===== config.mk =====
export PLATFORM = sky130hd
export DESIGN_NAME = median_window_then_lowpass
export DESIGN_NICKNAME = d
export VERILOG_FILES = /design/src/design/mwtl_pkg.sv /design/src/design/mwtl_ctrl.sv /design/src/design/mwtl_dp.sv /design/src/design/median_window_then_lowpass.sv
export SDC_FILE = /design/constraint.sdc
export NUM_CORES = 1
export LEC_CHECK = 0
export BUFFER_PORTS_ARGS = -buffer_cell sky130_fd_sc_hd__buf_4
export CORE_AREA = 2 2 219 221
export CTS_CLUSTER_SIZE = 28
export DETAILED_ROUTE_END_ITERATION = 7
export DIE_AREA = 0 0 221 223
export GPL_TIMING_DRIVEN = 0
export PLACE_DENSITY = 0.71
export SLEW_MARGIN = 40
export SYNTH_ARGS = -nofsm -noshare
export SYNTH_HDL_FRONTEND = slang
export SYNTH_SLANG_ARGS = --single-unit

===== constraint.sdc =====
create_clock -name clk -period 6.22 [get_ports clk]
set_input_delay 0.933 -clock clk [delete_from_list [all_inputs] [get_ports clk]]
set_output_delay 0.933 -clock clk [all_outputs]
set_load 0.05 [all_outputs]

===== src/design/mwtl_pkg.sv =====
// mwtl_pkg: shared types and constants for the median window / low-pass block.
// No dependencies; used by mwtl_ctrl, mwtl_dp and median_window_then_lowpass.

package mwtl_pkg;

  localparam int SAMPLE_W    = 12;
  localparam int SMOOTH_W    = 20;
  localparam int WS_W        = 5;
  localparam int BW_W        = 9;
  localparam int CFG_DATA_W  = 9;
  localparam int CFG_IDX_W   = 1;
  localparam int MAX_WINDOW_DEF = 16;

  localparam logic [WS_W-1:0] WS_RESET   = 5'd9;
  localparam logic [BW_W-1:0] BW_RESET   = 9'd51;
  localparam logic [BW_W-1:0] WEIGHT_ONE = 9'd256;

  // configuration register indexes
  localparam logic [CFG_IDX_W-1:0] REG_WINDOW_SIZE  = 1'b0;
  localparam logic [CFG_IDX_W-1:0] REG_BLEND_WEIGHT = 1'b1;

  typedef enum logic [2:0] {
    S_IDLE,
    S_CAND,
    S_SCAN,
    S_CHECK,
    S_MUL,
    S_EMIT
  } state_t;

  // controller -> datapath
  typedef struct packed {
    logic wr_sample;
    logic cand_rd;
    logic scan;
    logic next_cand;
    logic prime;
    logic mul;
    logic emit;
  } cmd_t;

  // datapath -> controller
  typedef struct packed {
    logic win_close;
    logic scan_end;
    logic found;
    logic prime_due;
    logic out_free;
  } status_t;

endpackage


===== src/design/mwtl_ctrl.sv =====
// mwtl_ctrl: sequencer for sample capture, rank search, blend and output load.
// Depends on mwtl_pkg (state_t, cmd_t, status_t).

module mwtl_ctrl (
  input  logic              clk,
  input  logic              rst,
  input  logic              in_valid,
  output logic              in_ready,
  input  mwtl_pkg::status_t st,
  output mwtl_pkg::cmd_t    cmd
);

  mwtl_pkg::state_t state, state_next;

  always_ff @(posedge clk) begin
    if (rst) begin
      state <= mwtl_pkg::S_IDLE;
    end else begin
      state <= state_next;
    end
  end

  always_comb begin
    state_next = state;
    cmd        = '0;
    in_ready   = 1'b0;
    unique case (state)
      mwtl_pkg::S_IDLE: begin
        in_ready = 1'b1;
        if (in_valid) begin
          cmd.wr_sample = 1'b1;
          if (st.win_close) begin
            state_next = mwtl_pkg::S_CAND;
          end
        end
      end
      mwtl_pkg::S_CAND: begin
        cmd.cand_rd = 1'b1;
        state_next  = mwtl_pkg::S_SCAN;
      end
      mwtl_pkg::S_SCAN: begin
        cmd.scan = 1'b1;
        if (st.scan_end) begin
          state_next = mwtl_pkg::S_CHECK;
        end
      end
      mwtl_pkg::S_CHECK: begin
        if (st.found) begin
          state_next = mwtl_pkg::S_MUL;
        end else begin
          cmd.next_cand = 1'b1;
          state_next    = mwtl_pkg::S_CAND;
        end
      end
      mwtl_pkg::S_MUL: begin
        if (st.prime_due) begin
          cmd.prime  = 1'b1;
          state_next = mwtl_pkg::S_IDLE;
        end else begin
          cmd.mul    = 1'b1;
          state_next = mwtl_pkg::S_EMIT;
        end
      end
      mwtl_pkg::S_EMIT: begin
        if (st.out_free) begin
          cmd.emit   = 1'b1;
          state_next = mwtl_pkg::S_IDLE;
        end
      end
      default: begin
        state_next = mwtl_pkg::S_IDLE;
      end
    endcase
  end

endmodule


===== src/design/mwtl_dp.sv =====
// mwtl_dp: config registers, window store, rank-count median search, blend and
// output register. Depends on mwtl_pkg; driven by mwtl_ctrl commands.

module mwtl_dp #(
  parameter int MAX_WINDOW = mwtl_pkg::MAX_WINDOW_DEF
) (
  input  logic                              clk,
  input  logic                              rst,
  input  logic                              cfg_we,
  input  logic [mwtl_pkg::CFG_IDX_W-1:0]    cfg_index,
  input  logic [mwtl_pkg::CFG_DATA_W-1:0]   cfg_data,
  input  logic [mwtl_pkg::SAMPLE_W-1:0]     sample,
  output logic                              out_valid,
  input  logic                              out_ready,
  output logic [mwtl_pkg::SMOOTH_W-1:0]     smoothed,
  output logic [mwtl_pkg::SAMPLE_W-1:0]     window_median,
  input  mwtl_pkg::cmd_t                    cmd,
  output mwtl_pkg::status_t                 st
);

  localparam int AW = (MAX_WINDOW > 1) ? $clog2(MAX_WINDOW) : 1;
  localparam int CW = $clog2(MAX_WINDOW + 1);
  localparam logic [7:0] MAXW8 = 8'(MAX_WINDOW);

  logic [mwtl_pkg::WS_W-1:0]     window_size;
  logic [mwtl_pkg::BW_W-1:0]     blend_weight;
  logic [mwtl_pkg::SAMPLE_W-1:0] mem [MAX_WINDOW];
  logic [mwtl_pkg::SAMPLE_W-1:0] rd_data;
  logic [CW-1:0]                 fill;
  logic [CW-1:0]                 cand_idx;
  logic [CW-1:0]                 scan_idx;
  logic [CW-1:0]                 less_cnt;
  logic [CW-1:0]                 le_cnt;
  logic [mwtl_pkg::SAMPLE_W-1:0] cand;
  logic [mwtl_pkg::SAMPLE_W-1:0] prior;
  logic                          pending;
  logic signed [22:0]            prod;

  logic [7:0]                    ws_ext;
  logic [7:0]                    n8;
  logic [CW-1:0]                 n_eff;
  logic [CW-1:0]                 k_med;
  logic [CW-1:0]                 wr_idx;
  logic [mwtl_pkg::BW_W-1:0]     w_sat;
  logic signed [12:0]            diff;
  logic signed [23:0]            acc;

  // effective window: zero means one, clipped to the store depth
  assign ws_ext = 8'(window_size);
  assign n8     = (window_size == '0) ? 8'd1 : ((ws_ext > MAXW8) ? MAXW8 : ws_ext);
  assign n_eff  = n8[CW-1:0];
  assign k_med  = (n_eff - CW'(1)) >> 1;

  // a shrunk window overwrites its last slot
  assign wr_idx = (fill >= n_eff) ? (n_eff - CW'(1)) : fill;
  assign w_sat  = (blend_weight > mwtl_pkg::WEIGHT_ONE) ? mwtl_pkg::WEIGHT_ONE : blend_weight;
  assign diff   = $signed({1'b0, cand}) - $signed({1'b0, prior});
  assign acc    = $signed({4'b0, prior, 8'b0}) + $signed({prod[22], prod});

  assign st.win_close = ((wr_idx + CW'(1)) == n_eff);
  assign st.scan_end  = (scan_idx == n_eff);
  assign st.found     = ((less_cnt <= k_med) && (k_med < le_cnt))
                        || (cand_idx == (n_eff - CW'(1)));
  assign st.prime_due = (prior == '0) && !pending;
  assign st.out_free  = !out_valid || out_ready;

  always_ff @(posedge clk) begin
    if (rst) begin
      window_size  <= mwtl_pkg::WS_RESET;
      blend_weight <= mwtl_pkg::BW_RESET;
    end else if (cfg_we) begin
      unique case (cfg_index)
        mwtl_pkg::REG_WINDOW_SIZE:  window_size  <= cfg_data[mwtl_pkg::WS_W-1:0];
        mwtl_pkg::REG_BLEND_WEIGHT: blend_weight <= cfg_data[mwtl_pkg::BW_W-1:0];
        default: ;
      endcase
    end
  end

  // window store: one write, one registered read
  always_ff @(posedge clk) begin
    if (cmd.wr_sample) begin
      mem[wr_idx[AW-1:0]] <= sample;
    end
    if (cmd.cand_rd) begin
      rd_data <= mem[cand_idx[AW-1:0]];
    end else if (cmd.scan && (scan_idx < n_eff)) begin
      rd_data <= mem[scan_idx[AW-1:0]];
    end
  end

  // search counters and rank tallies
  always_ff @(posedge clk) begin
    if (rst) begin
      fill     <= '0;
      cand_idx <= '0;
    end else begin
      if (cmd.wr_sample) begin
        fill <= st.win_close ? '0 : (wr_idx + CW'(1));
        if (st.win_close) begin
          cand_idx <= '0;
        end
      end
      if (cmd.next_cand) begin
        cand_idx <= cand_idx + CW'(1);
      end
    end
  end

  always_ff @(posedge clk) begin
    if (cmd.cand_rd) begin
      scan_idx <= '0;
      less_cnt <= '0;
      le_cnt   <= '0;
    end else if (cmd.scan) begin
      scan_idx <= scan_idx + CW'(1);
      if (scan_idx == '0) begin
        cand <= rd_data;
      end else begin
        if (rd_data < cand) begin
          less_cnt <= less_cnt + CW'(1);
        end
        if (rd_data <= cand) begin
          le_cnt <= le_cnt + CW'(1);
        end
      end
    end
    if (cmd.mul) begin
      prod <= $signed({1'b0, w_sat}) * diff;
    end
  end

  // blend history and output register
  always_ff @(posedge clk) begin
    if (rst) begin
      prior     <= '0;
      pending   <= 1'b0;
      out_valid <= 1'b0;
    end else begin
      if (cmd.prime) begin
        prior   <= cand;
        pending <= 1'b1;
      end
      if (cmd.emit) begin
        prior     <= cand;
        pending   <= 1'b0;
        out_valid <= 1'b1;
      end else if (out_ready) begin
        out_valid <= 1'b0;
      end
    end
  end

  always_ff @(posedge clk) begin
    if (cmd.emit) begin
      smoothed      <= acc[mwtl_pkg::SMOOTH_W-1:0];
      window_median <= cand;
    end
  end

endmodule


===== src/design/median_window_then_lowpass.sv =====
// median_window_then_lowpass: top level, controller plus datapath.
// Depends on mwtl_pkg, mwtl_ctrl and mwtl_dp.

// Collects 12-bit ADC samples into windows of window_size (0 acts as 1,
// values above MAX_WINDOW clip to it), picks the lower median of each window
// and blends it with the previous window's median as
// w*new + (256-w)*old in Q12.8, w = blend_weight clipped to 256. The first
// window after reset, or after a stored zero median has been used, only
// primes the history and gives no beat. A closing sample starts a rank
// search over the window store, a memory with one write port and a
// registered read: for each candidate, one read fetches it, a scan reads
// the window and counts the smaller and the not-larger entries, and a
// check tests its rank; up to n candidates are tried, then come the
// multiply and the output load. in_ready is low during that time. The
// result sits in an output register, so the next window fills while a beat
// waits to be taken; only the final load waits for out_ready.

module median_window_then_lowpass #(
  parameter int MAX_WINDOW = mwtl_pkg::MAX_WINDOW_DEF
) (
  input  logic                            clk,
  input  logic                            rst,
  // configuration writes
  input  logic                            cfg_we,
  input  logic [mwtl_pkg::CFG_IDX_W-1:0]  cfg_index,
  input  logic [mwtl_pkg::CFG_DATA_W-1:0] cfg_data,
  // sample beats
  input  logic                            in_valid,
  output logic                            in_ready,
  input  logic [mwtl_pkg::SAMPLE_W-1:0]   sample,
  // result beats
  output logic                            out_valid,
  input  logic                            out_ready,
  output logic [mwtl_pkg::SMOOTH_W-1:0]   smoothed,
  output logic [mwtl_pkg::SAMPLE_W-1:0]   window_median
);

  mwtl_pkg::cmd_t    cmd;
  mwtl_pkg::status_t st;

  // sequencer: capture, search, blend, load
  mwtl_ctrl u_ctrl (
    .clk      (clk),
    .rst      (rst),
    .in_valid (in_valid),
    .in_ready (in_ready),
    .st       (st),
    .cmd      (cmd)
  );

  // store, rank counters, multiplier and output register
  mwtl_dp #(
    .MAX_WINDOW (MAX_WINDOW)
  ) u_dp (
    .clk           (clk),
    .rst           (rst),
    .cfg_we        (cfg_we),
    .cfg_index     (cfg_index),
    .cfg_data      (cfg_data),
    .sample        (sample),
    .out_valid     (out_valid),
    .out_ready     (out_ready),
    .smoothed      (smoothed),
    .window_median (window_median),
    .cmd           (cmd),
    .st            (st)
  );

endmodule


==> results.txt, run 1 <==
RSZ-0062 raised after global routing - true
Worst Setup Start Kind - flop
Vias in the first global route - 13756
IO buf count - 60
Hold Buf Count CTS - 0
DRT Pass-1 Iters - 4
Gate Count Post-Synth - 1540
Gate power share - 0.606
Commonest non-fill, non-tap cell in the layout - edfxtp_1
Slew Limit Fails - 0
Main flop type after synthesis - edfxtp_1
Max Clk Rate - 147 MHz
Area after DPL - 21600 µm²
Xor/xnor share of the synthesized area - 0.0320
Total core area - 47100 µm²
Period utilization - 1.09
Main area contributors after synthesis - edfxtp_1 (40%), mux4_2 (13%), fa_1 (9.1%), ha_1 (6.6%), dfxtp_1 (6.4%)
Worst Setup End Kind - flop
P&R area growth vs syn - 18.3%
CP Class - reg -> reg
Post-place setup slack - -1.04 ns
Root buf cell - clkbuf_16
CTS H-Tree Depth - 2
First-pass GRT wire length - 77000 µm
DR iter-0 viols - 1222
Crit path arrival time - 7.11 ns
Reg power frac - 0.228
Post-synth EDFFs - 268
Post-Synth Simple-Gate Area - 0.0919
Avg Cell Area, Syn - 13.0 µm²
Via Count - 13262
Most frequent cells in the layout - edfxtp_1 (268), inv_1 (161), mux4_2 (120)
ANT cells - 0
Power after layout - 13.6 mW
Initial antenna violation count - 2
Row cnt - 80
Ports - 61
Die Y - 223 µm
DIE AREA - 49300 µm²
Mux share of post-synthesis cell area - 0.145
Routability cong. - 0.889
Fin crit period - 6.80 ns
Final setup TNS - -2.44 ns
Total CTS buffers - 37
Setup violators final - 8
Worst Tran Pin Value - 0.896 ns
Finished Cell Area - 23700 µm²
Initial Utilization - 0.426
Worst Clk Skew - 0.0622 ns
Internal power - 8.23 mW
Largest net degree at the start of global routing - 23
TritonCTS Sinks - 332
Routed WL - 49900 µm
Synth top area share - 0.401
Mean routed wirelength per cell - 21.4 µm
Critical path peak fanout - 5
Congestion Overflow GR - 0
Clk slew on worst S/H paths - 0.06 ns
Sw Share - 0.397
Sequential area share after synthesis - 0.465
TritonCTS clock tree - done
Worst Hold Class - reg -> reg
Synth area leader - edfxtp_1
Status - finished, violations left
CTS max path bufs - 3
Fin. Hold Viols - 0
Syn Nets - 1764
Switch Pwr - 5.42 mW
Static Leak - 8.88 nW
Post-detail-place hpwl - 34800 µm
Main combinational cell family by area after synthesis - adder cells
Setup slack after layout - -0.579 ns
Synth warn - 0
Slew margin rel. - 0.402
Synth unique cells - 77
Share of async-settable or async-resettable flops after synthesis - 0
Clock latency on the worst-skew pair - 0.58 ns
Die Wd - 221 µm
Failing checks - setup timing
Post-Syn Area - 20100 µm²
Req. time, crit path - 6.53 ns
Via density - 5.68
Layout cell share with drive strength beyond 1 - 0.261
Clock power frac - 0.166
Synthesized flop and latch total - 332
Peak supply drop - 0.818 mV
Maxcap violations - 0
Adder-cell share of the synthesized area - 0.157
Drt drc - 0
Post-synthesis compound-gate area fraction - 0.0633
Gr usage total - 0.204
Power Density - 575 nW/µm²
Antenna Nets Post-Route - 0
Final #Nets - 1917
[cell type report]
type                       count  area, µm²
tap                          615        769
inverter                     182        686
clock inverter                24        307
sequential                   332       9330
buffer                        59        264
clock buffer                  43        948
fill                        3854      23400
multi-input combinational    967      10500
timing repair buffer         114        908
[per-layer routing]
| layer | up-vias | wire length, µm | part of all wire | GRT usage |
|---|---|---|---|---|
| met1 | 6746 | 19300 | 0.39 | 0.245 |
| met2 | 485 | 25300 | 0.51 | 0.357 |
| li1 | 5910 | - | - | - |
| met3 | 117 | 3620 | 0.073 | 0.0522 |
| met4 | 4 | 1620 | 0.033 | 0.0699 |
| met5 | - | 31 | 0.00062 | 0 |
[registers in the layout (all words and copies together), names as in the netlist, 3 cells and up, named ones only]
name and cells:
u_dp.window_median 12, u_dp.rd_data 12, u_dp.le_cnt 5, u_dp.cand 12, u_dp.fill 5, u_dp.cand_idx 5, u_dp.smoothed 20, u_dp.scan_idx 5
u_ctrl.state 3, u_dp.mem 192, u_dp.prod 20, u_dp.blend_weight 9, u_dp.window_size 5, u_dp.prior 12, u_dp.less_cnt 5
[path summary, 6_finish.rpt]
kind	cells after the start	endpoint	slack [ns]	start
max	24	u_dp.prod[19]	-0.58	u_dp.cand[0]
max reg2reg	24	u_dp.prod[19]	-0.58	u_dp.cand[0]
min	0	u_dp.smoothed[2]	0.42	u_dp.prod[2]
min reg2reg	0	u_dp.smoothed[2]	0.42	u_dp.prod[2]
[cell families (layout without fill, tap and decap cells)]
group	after synthesis	count (layout)
and+or+nand+nor	380	380
DFF	332	332
buffers and inverters	241	422
adders and majority gates	197	197
AOI/OAI and AO/OA	183	183
muxes	139	139
xor gates and xnor gates	68	68
[synthesized netlist by cell type, types with 7 or more instances]
master    instances
nand3_1          30
nor3_1           21
nor2b_1          26
or3_1             8
fa_1             91
nand2_1         106
o21ai_0          23
a211oi_1          7
mux2_2           13
nor2_1          101
a21o_1           16
a21oi_1          60
clkbuf_1         40
mux4_2          120
and2_1           18
edfxtp_1        268
inv_1           178
nor4_1            8
o21a_1           16
dfxtp_1          64
nand2b_1         21
nand4_1          10
ha_1            106
buf_1            14
xnor2_1          48
and3_1            8
xor2_1           17
[worst max-delay path: stages, from the launching register on]
cell      delay (ns)
edfxtp_1        0.46
inv_2           0.10
ha_4            0.14
fa_2            0.20
nor2b_2         0.05
o31a_1          0.27
o31a_1          0.28
o211ai_1        0.29
buf_4           0.19
a21oi_4         0.09
buf_4           0.17
nor4_4          0.19
inv_1           0.15
fa_1            0.53
fa_1            0.60
fa_1            0.44
fa_1            0.49
fa_1            0.49
inv_1           0.04
ha_1            0.31
and3_4          0.21
and3_1          0.17
a211o_1         0.30
a21oi_2         0.13
xnor3_1         0.24
[power groups by stage]
stage / Combinational [mW] / Clock, mW / Sequential, mW
finish: 8.27 / 2.27 / 3.10
global route: 9.02 / 2.38 / 3.12
CTS: 7.17 / 2.30 / 3.10
detailed placement: 6.76 / 0 / 3.14
global placement: 6.57 / 0 / 3.13
floorplan: 5.16 / 0 / 3.09
[timing repair]
action | CTS | global route
setup buffers | 26 | 24
pin swaps | 22 | 30
endpoints found under the setup margin | 12 | 10
gates resized for setup | 29 | 66
[stage by stage]
step / hold slack, ns / util / std cells
final: 0.418 / 0.503 / 2336
after global routing: 0.436 / 0.503 / 2336
after CTS: 0.419 / 0.494 / 2312
after detailed placement: 0.407 / 0.459 / 2219
after global placement: 0.408 / 0.455 / 2215
after floorplan: 0.400 / - / 1540
Power figures use the tool's default switching activity.
==> inputs of run 2 (changes only) <==
PLACE_DENSITY = 0.68   (was 0.71)
clock period = 8.65 ns   (was 6.22 ns; I/O delays follow)
==> run 2 against run 1 <==
  * The flow now finishes without violations
  * Core utilization is 2.3 points lower
  * Routed wire length is 5.0% lower
  * Combinational power is 46% lower
  * Register-to-register slack better by 1.4 ns
  * Clock skew is 0.039 ns lower
  * Maximum frequency is 13% lower
  * Worst setup slack better by 1.4 ns
  * Largest cell class unchanged
==> results.txt, run 2 (synthesis gave the netlist of run 1 again) <==
Slowest cell on crit path - o21ai_1
DR iter-0 viols - 992 (-19%)
Setup violators final - 0 (-8)
CP bufs+invs - 4 (-1)
Worst R2R Path Depth - 26 (+8.3%)
Via Count - 12756 (-3.8%)
Hold Buf Count CTS - 0 (unchanged)
Total core area - 47100 µm² (unchanged)
DRT Pass-1 Iters - 5 (+1)
CP Class - reg -> reg
Fin crit period - 7.81 ns (+1.01 ns)
Vias in the first global route - 13108 (-4.7%)
Worst Hold Class - reg -> reg
Critical path peak fanout - 9 (+4)
Worst Setup Start Kind - flop
Post-Route M1 WL - 19400 µm (+0.40%)
Clock latency on the worst-skew pair - 0.55 ns (-0.03 ns)
Worst hold start - u_dp.prod[5]
Final #Nets - 1866 (-2.7%)
Gate power share - 0.544 (-0.062)
ANT cells - 0 (unchanged)
Area after DPL - 21500 µm² (-0.69%)
Antenna Nets Post-Route - 0 (unchanged)
Status - finished, final reports clean
Initial antenna violation count - 1 (-1)
Reg power frac - 0.270 (+0.042)
Total CTS buffers - 36 (-2.7%)
Via density - 5.58 (-1.7%)
Clock power frac - 0.185 (+0.019)
Worst Setup End Kind - flop
Static Leak - 8.50 nW (-4.3%)
CTS max path bufs - 3 (unchanged)
Slew Limit Fails - 0 (unchanged)
First-pass GRT wire length - 73900 µm (-4.0%)
CP dominant cell by count - fa_1
Top Family by Delay on Critical Path - adder cells
Row cnt - 80 (unchanged)
DIE AREA - 49300 µm² (unchanged)
CTS H-Tree Depth - 2 (unchanged)
Drt drc - 0 (unchanged)
Hold path depth - 0 (unchanged)
Switch Pwr - 3.25 mW (-40%)
P&R area growth vs syn - 13.0%
Top Metal Used - met5
Crit path arrival time - 8.07 ns (+0.96 ns)
RSZ-0062 raised after global routing - false
Largest net degree at the start of global routing - 23 (unchanged)
Worst reg2reg startpoint - u_dp.cand[0]
Routed WL - 47400 µm (-5.0%)
Initial Utilization - 0.426 (unchanged)
Maxcap violations - 0 (unchanged)
Req. time, crit path - 8.91 ns (+2.38 ns)
Ports - 61 (unchanged)
Met2 WL post-DR - 23600 µm (-6.9%)
Layout cell share with drive strength beyond 1 - 0.186 (-0.0758)
Finished Cell Area - 22700 µm² (-4.5%)
Reg2reg setup slack - 0.84 ns (+1.42 ns)
Fillers - 4033 (+4.6%)
Period utilization - 0.903 (-0.190)
Max Clk Rate - 128 MHz (-13%)
Root buf cell - clkbuf_16
Met3 Routed Length - 3300 µm (-8.7%)
Die Wd - 221 µm (unchanged)
Worst Tran Pin Value - 0.891 ns (-0.00481 ns)
Fin. Hold Viols - 0 (unchanged)
TritonCTS clock tree - done
Gr usage total - 0.195 (-0.00897)
Max reg flops - 192 (unchanged)
Clk slew on worst S/H paths - 0.06 ns (about the same)
Sw Share - 0.394 (-0.00305)
Slew margin rel. - 0.405 (+0.00289)
Crit. Startpoint - u_dp.cand[0]
Commonest non-fill, non-tap cell in the layout - edfxtp_1
Final setup TNS - 0 ns (+2.44 ns)
Power Density - 364 nW/µm² (-37%)
Peak supply drop - 0.480 mV (-41%)
Die Y - 223 µm (unchanged)
Reg2reg end - u_dp.prod[19]
CP max stage delay - 0.62 ns (+0.02 ns)
Routability cong. - 0.885 (-0.41%)
WHS - 0.418 ns (+0.000408 ns)
Worst Clk Skew - 0.0236 ns (-0.0386 ns)
IO buf count - 60 (unchanged)
Most frequent cells in the layout - edfxtp_1 (268), inv_1 (178), mux4_2 (120)
TritonCTS Sinks - 332 (unchanged)
Mean routed wirelength per cell - 20.7 µm (-2.9%)
Congestion Overflow GR - 0 (unchanged)
Internal power - 5.00 mW (-39%)
Hold Crit Endpoint - u_dp.smoothed[5]
# Post-CTS Setup Buffers - 0 (-100%)
# resized after CTS - 0 (-100%)
Util after Layout - 0.481 (-0.0226)
Post-detail-place hpwl - 34900 µm (+0.29%)
## run 2: cell count changes in the layout (fill, tap and decap cells not counted), sizes merged
cell / change
buf: -51
bufinv: -1
clkbuf: +8
clkinv: -8
clkinvlp: +1
## run 2: worst max-delay path by stage
stage                     cells after the start  slack (ns)       endpoint
after floorplan                              26        1.87  u_dp.prod[19]
after global placement                       26        0.94  u_dp.prod[19]
after detailed placement                     26        0.86  u_dp.prod[19]
after CTS                                    26        0.80  u_dp.prod[19]
after global routing                         26        0.48  u_dp.prod[19]
final                                        26        0.84  u_dp.prod[19]
## run 2: power by group through the flow
| stage | Clock, mW | Sequential (mW) | Combinational [mW] |
|---|---|---|---|
| after floorplan | 0 | 2.22 | 3.42 |
| after global placement | 0 | 2.25 | 4.37 |
| after detailed placement | 0 | 2.26 | 4.49 |
| after CTS | 1.55 | 2.23 | 4.52 |
| after global routing | 1.61 | 2.25 | 5.12 |
| final | 1.53 | 2.23 | 4.49 |
## run 2: metal layers
metal,up-vias,global-route usage
met4,2,0.0507
met5,-,0.000978
li1,5817,-
met2,408,0.334
met3,82,0.0454
met1,6447,0.249
## run 2: layout make-up
class	instances	area, µm²	area share
Buffer	59	250	0.0110
Clock buffer	50	963	0.0425
Clock inverter	16	204	0.00900
Inverter	182	686	0.0302
Multi-Input combinational cell	967	9970	0.440
Sequential cell	332	9330	0.412
Tap cell	615	769	0.0339
Timing Repair Buffer	64	500	0.0221
## run 2: through the flow
stage                     instances  power [mW]  setup slack [ns]
after floorplan                1540        5.64              1.87
after global placement         2215        6.62             0.945
after detailed placement       2219        6.75             0.859
after CTS                      2285        8.30             0.803
after global routing           2285        8.97             0.478
final                          2285        8.25             0.840
## run 2: worst reg2reg max path, delay by kind of cell (launching register included)
family	cells	cell delay, ns
adder cells (fa/ha/maj)	8	3.32
AO/OA/AOI/OAI	9	2.43
AND/OR/NAND/NOR	4	0.59
buffers and inverters	4	0.25
XOR/XNOR	1	0.45
flip-flops	1	0.50
